--- src/rtl/lkv_pkg.sv ---
`default_nettype none

package lkv_pkg;

  // Default geometry
  localparam int DEPTH_DEF      = 8;
  localparam int KEY_BITS_DEF   = 64;
  localparam int VALUE_BITS_DEF = 32;

  // Capacity register
  localparam int          CAP_W     = 4;
  localparam logic [3:0]  CAP_RESET = 4'd8;

  // Command codes
  typedef enum logic {
    CMD_INSERT = 1'b0,
    CMD_GET    = 1'b1
  } lkv_cmd_t;

  // Per-cycle control broadcast to every cell
  typedef struct packed {
    logic upd;    // commit the pending transaction this cycle
    logic hit;    // key found in one of the cells
    logic ins;    // pending command is an insert
    logic evict;  // insert miss drops the least recent entry
  } lkv_ctl_t;

endpackage

`default_nettype wire

--- src/rtl/lkv_in_if.sv ---
`default_nettype none

interface lkv_in_if
  import lkv_pkg::*;
#(
  parameter int KEY_BITS   = KEY_BITS_DEF,
  parameter int VALUE_BITS = VALUE_BITS_DEF
);
  logic                         valid;
  logic                         ready;
  logic                         cmd;
  logic        [KEY_BITS-1:0]   key;
  logic signed [VALUE_BITS-1:0] value;

  modport source (output valid, output cmd, output key, output value, input ready);
  modport sink   (input valid, input cmd, input key, input value, output ready);
endinterface

`default_nettype wire

--- src/rtl/lkv_out_if.sv ---
`default_nettype none

interface lkv_out_if
  import lkv_pkg::*;
#(
  parameter int KEY_BITS   = KEY_BITS_DEF,
  parameter int VALUE_BITS = VALUE_BITS_DEF
);
  logic                         valid;
  logic                         ready;
  logic                         hit;
  logic signed [VALUE_BITS-1:0] read_value;
  logic                         evicted;
  logic        [KEY_BITS-1:0]   mru_key;
  logic                         mru_valid;

  modport source (output valid, output hit, output read_value, output evicted,
                  output mru_key, output mru_valid, input ready);
  modport sink   (input valid, input hit, input read_value, input evicted,
                  input mru_key, input mru_valid, output ready);
endinterface

`default_nettype wire

--- src/rtl/lkv_cell.sv ---
`default_nettype none

// One slot of the recency chain. Position in the chain is the recency rank:
// the cell nearest the head holds the most recent entry.
module lkv_cell
  import lkv_pkg::*;
#(
  parameter int IDX        = 0,
  parameter int PW         = 3,
  parameter int KEY_BITS   = KEY_BITS_DEF,
  parameter int VALUE_BITS = VALUE_BITS_DEF
) (
  input  wire logic                         clk,
  input  wire logic                         rst_n,
  input  wire lkv_ctl_t                     ctl,
  input  wire logic        [PW-1:0]         hit_pos,
  input  wire logic                         cmp_en,
  input  wire logic        [KEY_BITS-1:0]   cmp_key,
  input  wire logic                         prev_valid,
  input  wire logic        [KEY_BITS-1:0]   prev_key,
  input  wire logic signed [VALUE_BITS-1:0] prev_value,
  output logic                              valid_r,
  output logic             [KEY_BITS-1:0]   key_r,
  output logic signed      [VALUE_BITS-1:0] value_r,
  output logic                              match_r
);

  logic shift;

  // On a hit, cells up to the hit slot move back one place; on an insert
  // miss, every occupied cell plus the first free one moves back. With an
  // eviction only the occupied cells move, so the last entry falls off.
  always_comb begin
    shift = 1'b0;
    if (ctl.upd) begin
      if (ctl.hit) begin
        shift = (PW'(IDX) <= hit_pos);
      end else if (ctl.ins) begin
        shift = valid_r | (prev_valid & ~ctl.evict);
      end
    end
  end

  // Control: valid bit and registered match line
  always_ff @(posedge clk) begin
    if (!rst_n) begin
      valid_r <= 1'b0;
      match_r <= 1'b0;
    end else begin
      if (shift) begin
        valid_r <= prev_valid;
      end
      if (cmp_en) begin
        match_r <= valid_r & (key_r == cmp_key);
      end
    end
  end

  // Payload
  always_ff @(posedge clk) begin
    if (shift) begin
      key_r   <= prev_key;
      value_r <= prev_value;
    end
  end

endmodule

`default_nettype wire

--- src/rtl/lru_key_value_cache_top.sv ---
`default_nettype none

// Channel   Dir  Handshake      Payload
// in_ch     in   valid/ready    cmd, key, value
// out_ch    out  valid/ready    hit, read_value, evicted, mru_key, mru_valid
// cfg       in   cfg_we         cfg_data (capacity)
//
// A transaction is first latched, with the parallel key compare registered in every
// cell; then the recency chain shifts and the result register loads.
// in_ch.ready is high only between transactions.
// A full result register that is not taken holds the commit cycle.
// Synchronous active-low reset empties every cell; capacity resets to 8.
module lru_key_value_cache_top
  import lkv_pkg::*;
#(
  parameter int DEPTH      = DEPTH_DEF,
  parameter int KEY_BITS   = KEY_BITS_DEF,
  parameter int VALUE_BITS = VALUE_BITS_DEF
) (
  input  wire logic        clk,
  input  wire logic        rst_n,
  lkv_in_if.sink           in_ch,
  lkv_out_if.source        out_ch,
  input  wire logic        cfg_we,
  input  wire logic [3:0]  cfg_data
);

  localparam int PW = (DEPTH > 1) ? $clog2(DEPTH) : 1;
  localparam int CW = $clog2(DEPTH + 1);
  localparam int MW = (CW > CAP_W) ? CW : CAP_W;

  typedef enum logic [1:0] {
    ST_IDLE   = 2'b01,
    ST_UPDATE = 2'b10
  } state_t;

  state_t                       state_r, state_nxt;
  logic        [CAP_W-1:0]      cap_r;
  logic        [CW-1:0]         count_r;
  logic                         cmd_r;
  logic        [KEY_BITS-1:0]   key_r;
  logic signed [VALUE_BITS-1:0] value_r;

  logic                         out_valid_r;
  logic                         out_hit_r;
  logic signed [VALUE_BITS-1:0] out_read_value_r;
  logic                         out_evicted_r;
  logic        [KEY_BITS-1:0]   out_mru_key_r;
  logic                         out_mru_valid_r;

  logic                         cell_valid [DEPTH];
  logic        [KEY_BITS-1:0]   cell_key   [DEPTH];
  logic signed [VALUE_BITS-1:0] cell_value [DEPTH];
  logic                         cell_match [DEPTH];

  logic                         accept;
  logic                         out_free;
  logic                         commit;
  logic                         hit;
  logic        [PW-1:0]         hit_pos;
  logic signed [VALUE_BITS-1:0] hit_value;
  logic        [MW-1:0]         cap_eff;
  logic                         evict;
  logic                         is_ins;
  logic signed [VALUE_BITS-1:0] head_value;
  lkv_ctl_t                     ctl;

  assign accept   = in_ch.valid & in_ch.ready;
  assign out_free = ~out_valid_r | out_ch.ready;
  assign commit   = (state_r == ST_UPDATE) & out_free;
  assign is_ins   = (cmd_r == CMD_INSERT);

  // Match lines are one-hot at most: encode and select by OR
  always_comb begin
    hit       = 1'b0;
    hit_pos   = '0;
    hit_value = '0;
    for (int i = 0; i < DEPTH; i++) begin
      if (cell_match[i]) begin
        hit       = 1'b1;
        hit_pos   = hit_pos | PW'(i);
        hit_value = hit_value | cell_value[i];
      end
    end
  end

  // Capacity clamped to 1 .. DEPTH
  always_comb begin
    cap_eff = MW'(cap_r);
    if (cap_eff == '0) begin
      cap_eff = MW'(1);
    end else if (cap_eff > MW'(DEPTH)) begin
      cap_eff = MW'(DEPTH);
    end
  end

  assign evict      = is_ins & ~hit & (MW'(count_r) >= cap_eff);
  assign head_value = is_ins ? value_r : hit_value;

  assign ctl.upd   = commit;
  assign ctl.hit   = hit;
  assign ctl.ins   = is_ins;
  assign ctl.evict = evict;

  // Recency chain
  for (genvar g = 0; g < DEPTH; g++) begin : g_cell
    if (g == 0) begin : g_head
      lkv_cell #(
        .IDX(g), .PW(PW), .KEY_BITS(KEY_BITS), .VALUE_BITS(VALUE_BITS)
      ) u_cell (
        .clk       (clk),
        .rst_n     (rst_n),
        .ctl       (ctl),
        .hit_pos   (hit_pos),
        .cmp_en    (accept),
        .cmp_key   (in_ch.key),
        .prev_valid(1'b1),
        .prev_key  (key_r),
        .prev_value(head_value),
        .valid_r   (cell_valid[g]),
        .key_r     (cell_key[g]),
        .value_r   (cell_value[g]),
        .match_r   (cell_match[g])
      );
    end else begin : g_body
      lkv_cell #(
        .IDX(g), .PW(PW), .KEY_BITS(KEY_BITS), .VALUE_BITS(VALUE_BITS)
      ) u_cell (
        .clk       (clk),
        .rst_n     (rst_n),
        .ctl       (ctl),
        .hit_pos   (hit_pos),
        .cmp_en    (accept),
        .cmp_key   (in_ch.key),
        .prev_valid(cell_valid[g-1]),
        .prev_key  (cell_key[g-1]),
        .prev_value(cell_value[g-1]),
        .valid_r   (cell_valid[g]),
        .key_r     (cell_key[g]),
        .value_r   (cell_value[g]),
        .match_r   (cell_match[g])
      );
    end
  end

  // Sequencer
  always_comb begin
    state_nxt = state_r;
    unique case (state_r)
      ST_IDLE:   if (accept) state_nxt = ST_UPDATE;
      ST_UPDATE: if (out_free) state_nxt = ST_IDLE;
      default:   state_nxt = ST_IDLE;
    endcase
  end

  // Control registers
  always_ff @(posedge clk) begin
    if (!rst_n) begin
      state_r     <= ST_IDLE;
      cap_r       <= CAP_RESET;
      count_r     <= '0;
      out_valid_r <= 1'b0;
    end else begin
      state_r <= state_nxt;
      if (cfg_we) begin
        cap_r <= cfg_data;
      end
      if (commit && is_ins && !hit && !evict) begin
        count_r <= count_r + CW'(1);
      end
      if (commit) begin
        out_valid_r <= 1'b1;
      end else if (out_ch.ready) begin
        out_valid_r <= 1'b0;
      end
    end
  end

  // Latched transaction
  always_ff @(posedge clk) begin
    if (accept) begin
      cmd_r   <= in_ch.cmd;
      key_r   <= in_ch.key;
      value_r <= in_ch.value;
    end
  end

  // Result register
  always_ff @(posedge clk) begin
    if (commit) begin
      out_hit_r        <= hit;
      out_read_value_r <= (hit && !is_ins) ? hit_value : '0;
      out_evicted_r    <= evict;
      if (hit || is_ins) begin
        out_mru_key_r   <= key_r;
        out_mru_valid_r <= 1'b1;
      end else begin
        out_mru_key_r   <= cell_valid[0] ? cell_key[0] : '0;
        out_mru_valid_r <= cell_valid[0];
      end
    end
  end

  assign in_ch.ready       = (state_r == ST_IDLE);
  assign out_ch.valid      = out_valid_r;
  assign out_ch.hit        = out_hit_r;
  assign out_ch.read_value = out_read_value_r;
  assign out_ch.evicted    = out_evicted_r;
  assign out_ch.mru_key    = out_mru_key_r;
  assign out_ch.mru_valid  = out_mru_valid_r;

endmodule

`default_nettype wire

--- src/flat_wrapper.sv ---
// flat-port wrapper written by rule: the top's interface ports become plain ports
module lru_key_value_cache_top_flat import lkv_pkg::*;
#(
  parameter int DEPTH      = DEPTH_DEF,
  parameter int KEY_BITS   = KEY_BITS_DEF,
  parameter int VALUE_BITS = VALUE_BITS_DEF
)
  (clk, rst_n, cfg_we, cfg_data, in_ch_valid, in_ch_cmd, in_ch_key, in_ch_value, in_ch_ready, out_ch_valid, out_ch_hit, out_ch_read_value, out_ch_evicted, out_ch_mru_key, out_ch_mru_valid, out_ch_ready);
  lkv_in_if #(.KEY_BITS(KEY_BITS), .VALUE_BITS(VALUE_BITS)) in_ch_i ();
  lkv_out_if #(.KEY_BITS(KEY_BITS), .VALUE_BITS(VALUE_BITS)) out_ch_i ();
  input  wire logic clk;
  input  wire logic rst_n;
  input  wire logic cfg_we;
  input  wire logic [3:0] cfg_data;
  input wire logic [$bits(in_ch_i.valid)-1:0] in_ch_valid;
  input wire logic [$bits(in_ch_i.cmd)-1:0] in_ch_cmd;
  input wire logic [$bits(in_ch_i.key)-1:0] in_ch_key;
  input wire logic [$bits(in_ch_i.value)-1:0] in_ch_value;
  output wire logic [$bits(in_ch_i.ready)-1:0] in_ch_ready;
  output wire logic [$bits(out_ch_i.valid)-1:0] out_ch_valid;
  output wire logic [$bits(out_ch_i.hit)-1:0] out_ch_hit;
  output wire logic [$bits(out_ch_i.read_value)-1:0] out_ch_read_value;
  output wire logic [$bits(out_ch_i.evicted)-1:0] out_ch_evicted;
  output wire logic [$bits(out_ch_i.mru_key)-1:0] out_ch_mru_key;
  output wire logic [$bits(out_ch_i.mru_valid)-1:0] out_ch_mru_valid;
  input wire logic [$bits(out_ch_i.ready)-1:0] out_ch_ready;
  assign in_ch_i.valid = in_ch_valid;
  assign in_ch_i.cmd = in_ch_cmd;
  assign in_ch_i.key = in_ch_key;
  assign in_ch_i.value = in_ch_value;
  assign in_ch_ready = in_ch_i.ready;
  assign out_ch_valid = out_ch_i.valid;
  assign out_ch_hit = out_ch_i.hit;
  assign out_ch_read_value = out_ch_i.read_value;
  assign out_ch_evicted = out_ch_i.evicted;
  assign out_ch_mru_key = out_ch_i.mru_key;
  assign out_ch_mru_valid = out_ch_i.mru_valid;
  assign out_ch_i.ready = out_ch_ready;
  lru_key_value_cache_top #(.DEPTH(DEPTH), .KEY_BITS(KEY_BITS), .VALUE_BITS(VALUE_BITS)) u_core (.clk(clk), .rst_n(rst_n), .in_ch(in_ch_i), .out_ch(out_ch_i), .cfg_we(cfg_we), .cfg_data(cfg_data));
endmodule
--- config.mk ---
export PLATFORM = sky130hd
export DESIGN_NAME = lru_key_value_cache_top_flat
export DESIGN_NICKNAME = d
export VERILOG_FILES = /design/src/rtl/lkv_pkg.sv /design/src/rtl/lkv_in_if.sv /design/src/rtl/lkv_out_if.sv /design/src/rtl/lkv_cell.sv /design/src/rtl/lru_key_value_cache_top.sv /design/src/flat_wrapper.sv
export SDC_FILE = /design/constraint.sdc
export NUM_CORES = 1
export LEC_CHECK = 0
export ABC_AREA = 1
export BUFFER_PORTS_ARGS = -buffer_cell sky130_fd_sc_hd__buf_2
export CAP_MARGIN = 10
export CORE_MARGIN = 3
export CORE_UTILIZATION = 37
export CTS_CLUSTER_DIAMETER = 120
export CTS_CLUSTER_SIZE = 28
export DETAILED_ROUTE_END_ITERATION = 16
export GPL_TIMING_DRIVEN = 0
export SLEW_MARGIN = 10
export SYNTH_ARGS = -nofsm -noshare
export SYNTH_HDL_FRONTEND = slang
export SYNTH_SLANG_ARGS = --single-unit
--- constraint.sdc ---
create_clock -name clk -period 7.1 [get_ports clk]
set_input_delay 1.42 -clock clk [delete_from_list [all_inputs] [get_ports clk]]
set_output_delay 1.42 -clock clk [all_outputs]
set_load 0.05 [all_outputs]
==> run metrics <==
Skew-Pair Late Insertion Delay=about 0.66 ns; sequential element share of the synthesized area=a little under three quarters; root buffer cell=clkbuf_16; Register-to-Register Path Depth=13; CP Max Fanout=62; Post-CTS Resized=0; DRT Wirelength=approximately 130000 um; Pre-Repair DR Iteration Count=5; HPWL after detailed placement=between 90000 and 100000 um; synthesis-stage register bit count=991; Worst-path clk slew=around 0.11 ns; RSZ-0062 raised after global routing=no; Final Max Slew Viols=0; status=finished, final reports clean; worst slew pin tran=1.190 ns; startpoint class of the critical path=input pin; area of placed instances=roughly 45000 sq um; VDD IR max=190.4 uV; Antenna Violating Nets Remaining=0; Syn Inst Count=3666; Mapped Area=between 40000 and 50000 sq um; CTS Buf Count=42; DRC viols=0; vias=27920; post-CTS setup buffer count=0; Setup TNS Final=0 ns; Post-Place Setup Slack=between 2 and 2.5 ns; Port Buffers=about 200; PD cells=between 200 and 250 nW/um^2; fin crit share=between 50% and 60%; area added between synthesis and finish=11.52%; vias per cell=around 5; global-route wire length before repair=180400 um; library cells used by synthesis=37; Iteration-0 DRC Markers=between 3000 and 4000; element type at the critical path end=register; Die Y=approximately 340 um; initial antenna violation count=4; global route total overflow=0; Hold Violations, Final=0; crit path DAT=~4.4 ns; final clock skew=about 0.056 ns; worst hold path class=register to register; vias in the first global route=roughly 26000; Ports=207; CTS Hold Bufs=0; per-cell routed wire length=between 20 and 25 um; setup ws final=2.992 ns; leak pwr=approximately 18 nW; hold slack=~0.43 ns; CTS Sinks=a little under 1000; kind of critical path=input pin to register; WP data required=about 7.4 ns; CTS tree=yes; die width=about 340 um; Syn. warnings=0; number of synthesized flops with an enable pin=between 900 and 1000; largest net degree at the start of global routing=74; syn avg cell area=11.29 sq um; fin crit period=roughly 4 ns; Async SR Flop Fraction=0%; NumNets Final=between 4000 and 5000; worst relative slew slack=slightly above 20%; die area=roughly 120000 sq um; Synthesized Nets=~3800; Max Cap Viol=0; prevailing post-synth register cell=edfxtp_1; GR Util All Layers=between 20% and 30%; Final setup viols=0; Final Cell Area=around 46000 sq um; H-tree levels=2; Worst Hold Path Cells=0; fmax=~0.24 GHz; Clock Tree Buf Depth=3; core box area=110800 sq um; GP Congestion=around 0.97; layout cell share with drive strength beyond 1=under 10%; Starting Density=between 30% and 40%; FP Rows=between 100 and 150
## state kept, by name, indices dropped and copies added, names as in the netlist, 2 cells and up
| register | count |
|---|---|
| u_core.g_cell.g_body.u_cell.key_r | 448 |
| u_core.g_cell.g_body.u_cell.value_r | 224 |
| u_core.g_cell.g_head.u_cell.key_r | 64 |
| u_core.key_r | 64 |
| u_core.out_ch.mru_key | 64 |
| u_core.g_cell.g_head.u_cell.value_r | 32 |
| u_core.out_ch.read_value | 32 |
| u_core.value_r | 32 |
| u_core.g_cell.g_body.u_cell.match_r | 7 |
| u_core.g_cell.g_body.u_cell.valid_r | 7 |
| u_core.cap_r | 4 |
| u_core.count_r | 4 |
| u_core.state_r | 2 |
## layout make-up
class                           count  area, sq um
Clock inverter                      6        75.07
Fill cell                       10650        64670
Sequential cell                   991        29490
Tap cell                         1488         1862
Clock buffer                       49         1099
Multi-Input combinational cell   2191         9987
Inverter                          363         1388
Timing Repair Buffer              231         1654
Buffer                            121        590.6
Antenna cell                        3        7.507
## path summary, 6_finish.rpt
check                                        start                                                  to  slack [ns]
setup / recovery                      out_ch_ready  u_core.g_cell[1].g_body.u_cell.key_r[36]$_DFFE_PP_        2.99
hold reg to reg          u_core.key_r[0]$_DFFE_PP_   u_core.g_cell[0].g_head.u_cell.key_r[0]$_DFFE_PP_        0.43
setup reg to reg  u_core.out_ch.valid$_SDFFE_PN0P_  u_core.g_cell[1].g_body.u_cell.key_r[36]$_DFFE_PP_        3.38
hold / removal           u_core.key_r[0]$_DFFE_PP_   u_core.g_cell[0].g_head.u_cell.key_r[0]$_DFFE_PP_        0.43
## cell usage in the layout, fill, tap and decap left out, drive strengths merged, types with 5 or more instances in the layout
cell and instances:
dfxtp 27, clkbuf 90, nor2 343, a221oi 42, buf 311, ha 5
xor2 66, or2 9, clkinv 12, o21ai 259, o22ai 7, nand4 36
nand3 75, a21oi 29, a22o 12, inv 356, nand2 1213, xnor2 78
edfxtp 964, nor3 11
## power breakdown
group	internal, mW	switching, mW	leakage, nW
Clock	1.13	1.83	0.566
Sequential	6.40	0.0209	8.90
Combinational	0.140	0.383	8.16
Total	7.67	2.24	17.6
## layer usage
metal  GRT usage [%]  part of all wire, %  vias up
met4           6.068                  2.8        2
met1           31.71                   45    13850
met3           3.020                  8.1      136
met5               0               0.0056        -
met2           31.93                   44     1180
li1                -                    -    12750
## synthesized netlist by cell type, drive strengths merged (8+ instances only)
cell type	n	area, sq um
nor3	11	55.05
inv	355	1333
xor2	66	578.1
nand3	75	392.9
a221oi	42	367.9
dfxtp	27	540.5
nand2	1213	4558
buf	80	436.7
clkbuf	41	153.9
a22o	12	105.1
nor2	343	1325
clkinv	8	30.03
xnor2	78	683.2
or2	9	56.30
edfxtp	964	28950
o21ai	259	1300
nand4	36	225.2
a21oi	29	145.1
## per-stage QoR
stage	power [mW]	instances	util (%)
after global placement	7.073	5360	39.97
after global routing	10.20	5441	41.64
after detailed placement	7.076	5385	40.58
after floorplan	6.849	3666	-
final	9.910	5443	41.64
after CTS	9.976	5440	41.64
## worst max-delay path: stages
cell,delay (ns)
buf_2,0.07
nor2_1,0.10
inv_1,0.10
nand2_1,0.23
inv_6,0.41
buf_16,0.37
nand2_2,0.16
nor2_4,0.19
inv_2,0.10
o21ai_4,0.63
buf_16,0.24
buf_16,0.17
buf_12,0.19
## kinds of logic after synthesis
family	after synthesis	synth area share (%)
AND/OR/NAND/NOR	1689	16.01
flip-flops	991	71.26
buffers and inverters	484	4.720
AO/OA/AOI/OAI	353	4.813
XOR/XNOR	144	3.048
adder cells (fa/ha/maj)	5	0.1512
(Power assumes the default switching activity.)
